<file path="config.mk">
export PLATFORM = sky130hd
export DESIGN_NAME = fuzzy_rule_controller_flat
export DESIGN_NICKNAME = d
export VERILOG_FILES = /design/src/rtl/frc_pkg.sv /design/src/rtl/frc_if.sv /design/src/rtl/frc_ctrl.sv /design/src/rtl/frc_datapath.sv /design/src/rtl/fuzzy_rule_controller.sv /design/src/flat_wrapper.sv
export SDC_FILE = /design/constraint.sdc
export NUM_CORES = 2
export LEC_CHECK = 0
export BUFFER_PORTS_ARGS = -buffer_cell sky130_fd_sc_hd__buf_2
export CAP_MARGIN = 25
export CORE_MARGIN = 8
export CORE_UTILIZATION = 40
export CTS_BUF_LIST = sky130_fd_sc_hd__clkbuf_8
export CTS_CLUSTER_DIAMETER = 100
export CTS_CLUSTER_SIZE = 25
export DETAILED_ROUTE_END_ITERATION = 8
export SYNTH_ARGS = -nofsm -noshare
export SYNTH_HDL_FRONTEND = slang
export SYNTH_SLANG_ARGS = --single-unit
</file>
<file path="constraint.sdc">
create_clock -name clk -period 15.45 [get_ports clk]
set_input_delay 2.3175 -clock clk [delete_from_list [all_inputs] [get_ports clk]]
set_output_delay 2.3175 -clock clk [all_outputs]
set_load 0.02 [all_outputs]
</file>
<file path="src/rtl/frc_pkg.sv">
// ----------------------------------------------------------------------------
// frc_pkg
// Shared types, constants and commands of the fuzzy rule controller.
// ----------------------------------------------------------------------------
package frc_pkg;

  localparam int MAX_RULES = 8;
  localparam int IDX_W     = (MAX_RULES > 1) ? $clog2(MAX_RULES) : 1;
  localparam int CNT_W     = $clog2(MAX_RULES + 1);
  localparam logic [15:0] Q15_ONE = 16'h8000;

  typedef enum logic [1:0] {
    CMD_APPEND = 2'd0,
    CMD_EVAL   = 2'd1,
    CMD_LIST   = 2'd2,
    CMD_NONE   = 2'd3
  } cmd_t;

  typedef enum logic [3:0] {
    ST_IDLE,
    ST_APPEND,
    ST_RULE,
    ST_MDIV,
    ST_ACC,
    ST_EMIT,
    ST_FDIV,
    ST_DONE,
    ST_OUT
  } state_t;

  typedef enum logic [1:0] {
    OUT_APPEND,
    OUT_EVAL,
    OUT_LIST
  } out_kind_t;

  typedef struct packed {
    logic       load;       // capture input item
    logic       write_rule; // append rule to table
    logic       clr_acc;
    logic       rule_start; // compute numerator/denominator for current rule
    logic       mdiv_step;
    logic       acc;        // accumulate membership
    logic       fdiv_start;
    logic       fdiv_step;
    logic       next_rule;
    logic       set_out;    // load output register
    out_kind_t  out_kind;
  } ctrl_t;

  typedef struct packed {
    cmd_t       cmd;
    logic       full;
    logic       empty;
    logic       last_rule;
    logic       div_done;
    logic       total_zero;
  } stat_t;

endpackage

</file>
<file path="src/rtl/frc_if.sv">
// ----------------------------------------------------------------------------
// frc_in_if / frc_out_if
// Valid/ready channels of the fuzzy rule controller.
// ----------------------------------------------------------------------------
interface frc_in_if;
  logic               valid;
  logic               ready;
  logic [1:0]         cmd;
  logic signed [15:0] sample;
  logic signed [15:0] rule_left;
  logic signed [15:0] rule_peak;
  logic signed [15:0] rule_right;
  logic signed [15:0] rule_output;
  modport source (output valid, cmd, sample, rule_left, rule_peak, rule_right,
                  rule_output, input ready);
  modport sink (input valid, cmd, sample, rule_left, rule_peak, rule_right,
                rule_output, output ready);
endinterface

interface frc_out_if;
  logic               valid;
  logic               ready;
  logic signed [15:0] drive;
  logic [15:0]        strength;
  logic [2:0]         rule_index;
  logic               status;
  logic               last;
  modport source (output valid, drive, strength, rule_index, status, last,
                  input ready);
  modport sink (input valid, drive, strength, rule_index, status, last,
                output ready);
endinterface

</file>
<file path="src/rtl/frc_ctrl.sv">
// ----------------------------------------------------------------------------
// frc_ctrl
// Sequencer: walks the rules, steps the shared divider, emits beats.
// ----------------------------------------------------------------------------
module frc_ctrl (
  input  logic            clk,
  input  logic            rst,
  input  logic            in_valid,
  output logic            in_ready,
  output logic            out_valid,
  input  logic            out_ready,
  input  frc_pkg::stat_t  stat,
  output frc_pkg::ctrl_t  ctrl
);

  frc_pkg::state_t state, state_next;

  always_ff @(posedge clk) begin
    if (rst) begin
      state <= frc_pkg::ST_IDLE;
    end else begin
      state <= state_next;
    end
  end

  always_comb begin
    state_next = state;
    ctrl       = '0;
    in_ready   = 1'b0;
    out_valid  = 1'b0;
    case (state)
      frc_pkg::ST_IDLE: begin
        in_ready = 1'b1;
        if (in_valid) begin
          ctrl.load = 1'b1;
          state_next = frc_pkg::ST_APPEND;
        end
      end
      frc_pkg::ST_APPEND: begin
        // dispatch on captured command
        ctrl.clr_acc = 1'b1;
        case (stat.cmd)
          frc_pkg::CMD_APPEND: begin
            ctrl.write_rule = 1'b1;
            ctrl.set_out    = 1'b1;
            ctrl.out_kind   = frc_pkg::OUT_APPEND;
            state_next      = frc_pkg::ST_OUT;
          end
          frc_pkg::CMD_EVAL: begin
            state_next = stat.empty ? frc_pkg::ST_DONE : frc_pkg::ST_RULE;
          end
          frc_pkg::CMD_LIST: begin
            state_next = stat.empty ? frc_pkg::ST_IDLE : frc_pkg::ST_RULE;
          end
          default: begin
            state_next = frc_pkg::ST_IDLE;
          end
        endcase
      end
      frc_pkg::ST_RULE: begin
        ctrl.rule_start = 1'b1;
        state_next = frc_pkg::ST_MDIV;
      end
      frc_pkg::ST_MDIV: begin
        ctrl.mdiv_step = 1'b1;
        if (stat.div_done) begin
          state_next = frc_pkg::ST_ACC;
        end
      end
      frc_pkg::ST_ACC: begin
        ctrl.acc = 1'b1;
        if (stat.cmd == frc_pkg::CMD_LIST) begin
          ctrl.set_out  = 1'b1;
          ctrl.out_kind = frc_pkg::OUT_LIST;
          state_next    = frc_pkg::ST_EMIT;
        end else if (stat.last_rule) begin
          state_next = frc_pkg::ST_DONE;
        end else begin
          ctrl.next_rule = 1'b1;
          state_next     = frc_pkg::ST_RULE;
        end
      end
      frc_pkg::ST_EMIT: begin
        out_valid = 1'b1;
        if (out_ready) begin
          if (stat.last_rule) begin
            state_next = frc_pkg::ST_IDLE;
          end else begin
            ctrl.next_rule = 1'b1;
            state_next     = frc_pkg::ST_RULE;
          end
        end
      end
      frc_pkg::ST_DONE: begin
        if (stat.total_zero) begin
          ctrl.set_out  = 1'b1;
          ctrl.out_kind = frc_pkg::OUT_EVAL;
          state_next    = frc_pkg::ST_OUT;
        end else begin
          ctrl.fdiv_start = 1'b1;
          state_next      = frc_pkg::ST_FDIV;
        end
      end
      frc_pkg::ST_FDIV: begin
        ctrl.fdiv_step = 1'b1;
        if (stat.div_done) begin
          ctrl.set_out  = 1'b1;
          ctrl.out_kind = frc_pkg::OUT_EVAL;
          state_next    = frc_pkg::ST_OUT;
        end
      end
      frc_pkg::ST_OUT: begin
        out_valid = 1'b1;
        if (out_ready) begin
          state_next = frc_pkg::ST_IDLE;
        end
      end
      default: begin
        state_next = frc_pkg::ST_IDLE;
      end
    endcase
  end

  a_out_idle: assert property (@(posedge clk) disable iff (rst)
    (state == frc_pkg::ST_IDLE) |-> !out_valid)
    else $error("result offered while idle");
  a_one_side: assert property (@(posedge clk) disable iff (rst)
    !(in_ready && out_valid))
    else $error("input taken while a result waits");
  a_load_seq: assert property (@(posedge clk) disable iff (rst)
    ctrl.load |=> (state == frc_pkg::ST_APPEND))
    else $error("capture not followed by dispatch");

endmodule

</file>
<file path="src/rtl/frc_datapath.sv">
// ----------------------------------------------------------------------------
// frc_datapath
// Rule table, membership and final dividers (shared restoring divider),
// accumulators, nearest-peak fallback and output register.
// ----------------------------------------------------------------------------
module frc_datapath (
  input  logic               clk,
  input  logic               rst,
  input  frc_pkg::ctrl_t     ctrl,
  output frc_pkg::stat_t     stat,
  input  logic [1:0]         in_cmd,
  input  logic signed [15:0] in_sample,
  input  logic signed [15:0] in_left,
  input  logic signed [15:0] in_peak,
  input  logic signed [15:0] in_right,
  input  logic signed [15:0] in_output,
  output logic signed [15:0] drive,
  output logic [15:0]        strength,
  output logic [2:0]         rule_index,
  output logic               status,
  output logic               last
);

  localparam int DIV_W = 50;  // dividend/quotient width of the divider
  localparam int DEN_W = 16 + frc_pkg::CNT_W;  // total of MAX_RULES Q1.15 weights
  localparam int STEP_W = $clog2(DIV_W + 1);

  logic signed [15:0] left_mem [frc_pkg::MAX_RULES];
  logic signed [15:0] peak_mem [frc_pkg::MAX_RULES];
  logic signed [15:0] right_mem [frc_pkg::MAX_RULES];
  logic signed [15:0] out_mem [frc_pkg::MAX_RULES];

  logic [frc_pkg::CNT_W-1:0] rule_count;
  logic [frc_pkg::IDX_W-1:0] idx;
  logic [1:0]                cmd;
  logic signed [15:0]        s;
  logic signed [15:0]        new_left, new_peak, new_right, new_out;

  logic signed [16:0] s17, l17, p17, r17;
  logic               zero_m, one_m;
  logic [16:0]        num_m, den_m;

  logic [DIV_W-1:0]   quo;
  logic [DIV_W:0]     rem;
  logic [DIV_W-1:0]   dvd;
  logic [DIV_W-1:0]   dvs;
  logic [STEP_W-1:0]  steps;
  logic               neg_q;
  logic [DIV_W:0]     rem_try;

  logic [15:0]        mem_val;
  logic signed [40:0] weighted;
  logic [DEN_W-1:0]   total;
  logic               found;
  logic [16:0]        best;
  logic signed [15:0] near_out;
  logic signed [17:0] diff;
  logic [16:0]        adiff;
  logic signed [32:0] prod;

  // rule fields are held from the accepted beat; the channel may move on
  always_ff @(posedge clk) begin
    if (ctrl.load) begin
      cmd       <= in_cmd;
      s         <= in_sample;
      new_left  <= in_left;
      new_peak  <= in_peak;
      new_right <= in_right;
      new_out   <= in_output;
    end
    if (ctrl.write_rule && !stat.full) begin
      left_mem[rule_count[frc_pkg::IDX_W-1:0]]  <= new_left;
      peak_mem[rule_count[frc_pkg::IDX_W-1:0]]  <= new_peak;
      right_mem[rule_count[frc_pkg::IDX_W-1:0]] <= new_right;
      out_mem[rule_count[frc_pkg::IDX_W-1:0]]   <= new_out;
    end
  end

  always_ff @(posedge clk) begin
    if (rst) begin
      rule_count <= '0;
    end else if (ctrl.write_rule && !stat.full) begin
      rule_count <= rule_count + 1'b1;
    end
  end

  always_ff @(posedge clk) begin
    if (ctrl.clr_acc) begin
      idx <= '0;
    end else if (ctrl.next_rule) begin
      idx <= idx + 1'b1;
    end
  end

  assign s17 = 17'(s);
  assign l17 = 17'(left_mem[idx]);
  assign p17 = 17'(peak_mem[idx]);
  assign r17 = 17'(right_mem[idx]);
  assign zero_m = (s17 <= l17) || (s17 >= r17);
  assign one_m  = (s17 == p17);
  assign num_m  = (s17 < p17) ? 17'(s17 - l17) : 17'(r17 - s17);
  assign den_m  = (s17 < p17) ? 17'(p17 - l17) : 17'(r17 - p17);

  // shared restoring divider, one quotient bit a cycle
  assign rem_try = {rem[DIV_W-1:0], dvd[DIV_W-1]} - {1'b0, dvs};

  always_ff @(posedge clk) begin
    if (ctrl.rule_start) begin
      dvd   <= DIV_W'({num_m, 15'd0});
      dvs   <= DIV_W'(den_m);
      rem   <= '0;
      quo   <= '0;
      steps <= STEP_W'(DIV_W);
      neg_q <= 1'b0;
    end else if (ctrl.fdiv_start) begin
      dvd   <= weighted[40] ? DIV_W'(-weighted) : DIV_W'(weighted);
      dvs   <= DIV_W'(total);
      rem   <= '0;
      quo   <= '0;
      steps <= STEP_W'(DIV_W);
      neg_q <= weighted[40];
    end else if ((ctrl.mdiv_step || ctrl.fdiv_step) && steps != '0) begin
      if (!rem_try[DIV_W]) begin
        rem <= rem_try;
        quo <= {quo[DIV_W-2:0], 1'b1};
      end else begin
        rem <= {rem[DIV_W-1:0], dvd[DIV_W-1]};
        quo <= {quo[DIV_W-2:0], 1'b0};
      end
      dvd   <= {dvd[DIV_W-2:0], 1'b0};
      steps <= steps - 1'b1;
    end
  end

  assign mem_val = zero_m ? 16'd0 : (one_m ? frc_pkg::Q15_ONE : quo[15:0]);
  assign prod    = $signed({1'b0, mem_val}) * out_mem[idx];
  // sample to peak distance fits in 16 magnitude bits
  assign diff    = 18'(s17) - 18'(p17);
  assign adiff   = diff[17] ? 17'(-diff) : 17'(diff);

  always_ff @(posedge clk) begin
    if (ctrl.clr_acc) begin
      weighted <= '0;
      total    <= '0;
      found    <= 1'b0;
      best     <= '0;
      near_out <= '0;
    end else if (ctrl.acc) begin
      weighted <= weighted + 41'(prod);
      total    <= total + DEN_W'(mem_val);
      if (!found || adiff < best) begin
        found    <= 1'b1;
        best     <= adiff;
        near_out <= out_mem[idx];
      end
    end
  end

  always_ff @(posedge clk) begin
    if (ctrl.set_out) begin
      drive      <= '0;
      strength   <= '0;
      rule_index <= '0;
      status     <= 1'b0;
      last       <= 1'b1;
      case (ctrl.out_kind)
        frc_pkg::OUT_APPEND: status <= stat.full;
        frc_pkg::OUT_EVAL: begin
          if (total == '0) begin
            drive <= near_out;
          end else begin
            drive <= neg_q ? 16'(-quo[15:0]) : quo[15:0];
          end
        end
        frc_pkg::OUT_LIST: begin
          strength   <= mem_val;
          rule_index <= 3'(idx);
          last       <= stat.last_rule;
        end
        default: last <= 1'b1;
      endcase
    end
  end

  assign stat.cmd        = frc_pkg::cmd_t'(cmd);
  assign stat.full       = (rule_count >= frc_pkg::CNT_W'(frc_pkg::MAX_RULES));
  assign stat.empty      = (rule_count == '0);
  assign stat.last_rule  = (frc_pkg::CNT_W'(idx) + 1'b1 == rule_count);
  assign stat.div_done   = (steps == '0);
  assign stat.total_zero = (total == '0);

  a_count_max: assert property (@(posedge clk) disable iff (rst)
    rule_count <= frc_pkg::CNT_W'(frc_pkg::MAX_RULES))
    else $error("rule count beyond table");
  a_full_hold: assert property (@(posedge clk) disable iff (rst)
    (ctrl.write_rule && stat.full) |=> $stable(rule_count))
    else $error("full table changed");
  a_mem_range: assert property (@(posedge clk) disable iff (rst)
    ctrl.acc |-> (mem_val <= frc_pkg::Q15_ONE))
    else $error("membership above one");

endmodule

</file>
<file path="src/rtl/fuzzy_rule_controller.sv">
// ----------------------------------------------------------------------------
// fuzzy_rule_controller
// Zero-order Sugeno controller with triangular sets, up to MAX_RULES rules.
// ----------------------------------------------------------------------------
// Use: items arrive on in_ch (cmd, sample, rule fields); result beats leave
// on out_ch. cmd 0 appends a rule, one beat with status (1 = table full).
// cmd 1 evaluates the sample, one beat with drive. cmd 2 emits one beat per
// rule with strength and rule_index, last on the final one. cmd 3 and
// cmd 2 on an empty table give no beat.
// Flow: one item at a time. Append loads the output register in ST_APPEND
// and offers its beat from ST_OUT. Each rule runs its membership division
// on the shared one-bit-per-cycle 50-bit divider; evaluate adds one more
// division for the final result.
// Reset (rst, synchronous) empties the rule table; no clearing pass.
// A stalled receiver holds the beat in the output register and the block
// accepts no new item until the beat is taken.
// ----------------------------------------------------------------------------
module fuzzy_rule_controller (
  input logic       clk,
  input logic       rst,
  frc_in_if.sink    in_ch,
  frc_out_if.source out_ch
);

  frc_pkg::ctrl_t ctrl;
  frc_pkg::stat_t stat;

  frc_ctrl u_ctrl (
    .clk       (clk),
    .rst       (rst),
    .in_valid  (in_ch.valid),
    .in_ready  (in_ch.ready),
    .out_valid (out_ch.valid),
    .out_ready (out_ch.ready),
    .stat      (stat),
    .ctrl      (ctrl)
  );

  frc_datapath u_dp (
    .clk        (clk),
    .rst        (rst),
    .ctrl       (ctrl),
    .stat       (stat),
    .in_cmd     (in_ch.cmd),
    .in_sample  (in_ch.sample),
    .in_left    (in_ch.rule_left),
    .in_peak    (in_ch.rule_peak),
    .in_right   (in_ch.rule_right),
    .in_output  (in_ch.rule_output),
    .drive      (out_ch.drive),
    .strength   (out_ch.strength),
    .rule_index (out_ch.rule_index),
    .status     (out_ch.status),
    .last       (out_ch.last)
  );

endmodule

</file>
<file path="src/flat_wrapper.sv">
// flat-port wrapper written by rule: the top's interface ports become plain ports
module fuzzy_rule_controller_flat 
  (clk, rst, in_ch_valid, in_ch_cmd, in_ch_sample, in_ch_rule_left, in_ch_rule_peak, in_ch_rule_right, in_ch_rule_output, in_ch_ready, out_ch_valid, out_ch_drive, out_ch_strength, out_ch_rule_index, out_ch_status, out_ch_last, out_ch_ready);
  frc_in_if in_ch_i ();
  frc_out_if out_ch_i ();
  input logic clk;
  input logic rst;
  input wire logic [$bits(in_ch_i.valid)-1:0] in_ch_valid;
  input wire logic [$bits(in_ch_i.cmd)-1:0] in_ch_cmd;
  input wire logic [$bits(in_ch_i.sample)-1:0] in_ch_sample;
  input wire logic [$bits(in_ch_i.rule_left)-1:0] in_ch_rule_left;
  input wire logic [$bits(in_ch_i.rule_peak)-1:0] in_ch_rule_peak;
  input wire logic [$bits(in_ch_i.rule_right)-1:0] in_ch_rule_right;
  input wire logic [$bits(in_ch_i.rule_output)-1:0] in_ch_rule_output;
  output wire logic [$bits(in_ch_i.ready)-1:0] in_ch_ready;
  output wire logic [$bits(out_ch_i.valid)-1:0] out_ch_valid;
  output wire logic [$bits(out_ch_i.drive)-1:0] out_ch_drive;
  output wire logic [$bits(out_ch_i.strength)-1:0] out_ch_strength;
  output wire logic [$bits(out_ch_i.rule_index)-1:0] out_ch_rule_index;
  output wire logic [$bits(out_ch_i.status)-1:0] out_ch_status;
  output wire logic [$bits(out_ch_i.last)-1:0] out_ch_last;
  input wire logic [$bits(out_ch_i.ready)-1:0] out_ch_ready;
  assign in_ch_i.valid = in_ch_valid;
  assign in_ch_i.cmd = in_ch_cmd;
  assign in_ch_i.sample = in_ch_sample;
  assign in_ch_i.rule_left = in_ch_rule_left;
  assign in_ch_i.rule_peak = in_ch_rule_peak;
  assign in_ch_i.rule_right = in_ch_rule_right;
  assign in_ch_i.rule_output = in_ch_rule_output;
  assign in_ch_ready = in_ch_i.ready;
  assign out_ch_valid = out_ch_i.valid;
  assign out_ch_drive = out_ch_i.drive;
  assign out_ch_strength = out_ch_i.strength;
  assign out_ch_rule_index = out_ch_i.rule_index;
  assign out_ch_status = out_ch_i.status;
  assign out_ch_last = out_ch_i.last;
  assign out_ch_i.ready = out_ch_ready;
  fuzzy_rule_controller u_core (.clk(clk), .rst(rst), .in_ch(in_ch_i), .out_ch(out_ch_i));
endmodule
</file>
==> impl_results.md <==
* Num CTS Buffers at 48
* Total Nets Final at between 5k and 6k
* DR vias at ~33k
* TritonRoute pass-1 iters at 6
* Worst Hold Class: reg2reg
* Placeable core region at approximately 130000 um^2
* Hold buffer count at CTS at 0
* Die Area at between 100000 and 150000 um^2
* Vias in the first global route at between 30k and 40k
* Post-synth cell types at 81
* Initial antenna violation count at 5
* Finished Cell Area at between 50000 and 60000 um^2
* CP most frequent cell: fa_1
* Critical Path End Type: flop
* Clk slew on worst S/H paths at roughly 160 ps
* Worst stage delay on the critical path at ~890 ps
* Largest delay share family, worst path: adder cells
* CP max FO at 103
* Cts repair resizes at 0
* Routability cong. at slightly above 0.9
* Area Growth Syn to Fin at 7.24%
* Layout cell share with drive strength beyond 1 at between 10 and 15%
* Final Cycle Share at 77.1%
* Syn_area_per_cell at approximately 11 um^2
* Ys Warns at 0
* Most frequent cell after synthesis: edfxtp_1
* Slowest CP cell: o41ai_1
* Arrival @ worst endpoint at around 13000 ps
* Fin. Hold Viols at 0
* Fillcell total at 11.7k
* Critical path class: reg2reg
* Cell area power density at 160 nW/um^2
* Primary FF master, synth: edfxtp_1
* Clk Latency, worst-skew pair at 830 ps
* Endpoints failing setup at 0
* Top-area cell type share of the netlist area at 39.4%
* Area contributors post-synth: edfxtp_1 (39%), fa_1 (9.2%), dfxtp_1 (8.6%), ha_1 (7.0%), mux4_2 (5.7%)
* WL/cell at about 21 um
* Root Buffer: clkbuf_8
* WL final at around 130 mm
* Mapped cell area at 50700 um^2
* Post-synth EDFFs at 665
* # IOs at 125
* Drc violations at 0
* Fmax achieved at between 80 and 90 MHz
* Total gr overflow at 0
* Total track usage at a little under a fifth
* Post-synthesis register bit count at 883
* Starting DRT DRC Count at approximately 2.6k
* Sequential-to-total area share from yosys stat at 48.0%
* Min Clock Period, post-route at between 10000 and 15000 ps
* First-pass GRT wire length at ~200 mm
* DP Wirelength at about 93 mm
* RSZ-0062 raised after global routing: no
* Setup tns final at 0 ps
* Setup Fix Bufs, Post-CTS at 0
* IO buf count at between 100 and 150
* Max cap viols at 0
* Chip Height at around 370 um
* Largest area contributor in the netlist: edfxtp_1
* Worst Path Buf+Inv at 7
* Syn Inst Count at 4434
* Die W at ~370 um
* Clock Path Buffers at 3
* TritonCTS clock tree: done
* VDD IR-drop max at around 140 uV
* Slew @ Worst Pin at 1050 ps
* Largest net degree at the start of global routing at roughly 100
* Post-DP Area at between 50000 and 60000 um^2
* Leak Pwr at between 20 and 25 nW
* Startpoint Class: flop
* Req. time, crit path at approximately 16000 ps
* H-tree depth at 2
* Initial Util at 40.3%
* Top cells by count, synth: edfxtp_1 (665), inv_1 (428), nand2_1 (426)
* Status: complete, no violations
* Post-synth ARST share at 0%
* Vias per cell at between 5 and 6
* Synthesized Nets at about 5.0k
* Max-slew headroom at between 30% and 40%
* Final ANT Viol Nets at 0
* Post-Route Skew at between 80 and 90 ps
* Pins over their slew limit at 0
* # rows at 130
* CTS Sinks at 883
==> routing by layer <==
metal | wire length [um] | track usage (%)
met1 | 58200 | 25.8
met2 | 58800 | 29.4
met3 | 8010 | 3.22
met4 | 4050 | 5.64
met5 | 13 | 0
==> cell families after synthesis <==
| logic type | Yosys count | synth area share [%] |
|---|---|---|
| fa+ha+maj | 515 | 16.2 |
| simple gates | 1242 | 11.0 |
| xor+xnor | 214 | 3.70 |
| buf+inv | 605 | 4.50 |
| compound gates | 754 | 9.04 |
| flops | 883 | 48.0 |
| mux | 221 | 7.58 |
==> power by group <==
part           internal, mW  switching [mW]
Combinational          1.71            2.66
Sequential             2.90           0.306
Clock                 0.332           0.806
==> sequential cells by signal, summed over array words and instances, names as in the netlist, 3 cells and up, named ones only <==
register / flops
u_core.u_dp.new_out: 16
u_core.u_dp.left_mem: 128
u_core.u_dp.right_mem: 128
u_core.u_dp.rule_index: 3
u_core.u_dp.idx: 3
u_core.u_dp.weighted: 41
u_core.u_dp.total: 20
u_core.u_dp.drive: 16
u_core.u_dp.peak_mem: 128
u_core.u_dp.rem: 50
u_core.u_dp.new_right: 16
u_core.u_ctrl.state: 4
u_core.u_dp.s: 16
u_core.u_dp.rule_count: 4
u_core.u_dp.new_left: 16
u_core.u_dp.dvd: 50
u_core.u_dp.near_out: 16
u_core.u_dp.steps: 6
u_core.u_dp.new_peak: 16
u_core.u_dp.strength: 16
u_core.u_dp.out_mem: 128
u_core.u_dp.best: 17
u_core.u_dp.quo: 16
u_core.u_dp.dvs: 20
==> worst paths after layout <==
path,start,end,slack [ps],cells after the start
max,flop,u_core.u_dp.weighted[28],3540,37
min,u_core.u_dp.dvd[10],u_core.u_dp.dvd[11],460,2
max reg2reg,flop,u_core.u_dp.weighted[28],3540,37
min reg2reg,u_core.u_dp.dvd[10],u_core.u_dp.dvd[11],460,2
==> metrics by stage <==
stage	instances	setup WS, ps	utilization (%)	hold slack (ps)	power, mW
2_1_floorplan	4434	4160	-	425	6.34
3_3_place_gp	6091	3550	42.4	436	7.57
3_5_place_dp	6091	3400	42.4	447	7.60
4_1_cts	6181	3380	43.2	463	8.75
5_1_grt	6184	2750	43.2	491	9.35
6_report	6184	3540	43.2	463	8.72
==> layout by cell type, fill, tap and decap left out, drive strengths merged, types with 17 or more instances in the layout <==
master,instances
nand2b,80
nand2,427
o21ai,228
edfxtp,665
nor4,21
a31oi,35
nor3,52
a21oi,234
nor2,420
clkbuf,50
fa,233
mux2i,70
xor2,71
ha,282
a211oi,35
and3,29
nor2b,38
buf,176
a21o,56
xnor2,143
or2,17
or3,27
o31ai,23
mux2,23
inv,464
mux4,128
dfxtp,218
nand3,69
o21a,22
==> layout make-up <==
type / instances / area [um^2] / area share, %
flip-flops and latches: 883 / 24300 / 44.8
multi-input cells: 2946 / 24300 / 44.6
well taps: 1650 / 2060 / 3.80
inverters: 436 / 1640 / 3.01
repair buffers: 178 / 1040 / 1.91
clock buffers: 48 / 661 / 1.22
clock inverters: 42 / 370 / 0.681
diodes: 1 / 2.50 / 0.00460
==> tightest hold or removal path, cell delays in order, from the launching register on <==
cell and delay (ps):
dfxtp_1 330, nand2_1 60, a31oi_1 70
No activity file was read; power rests on OpenSTA's default activity.
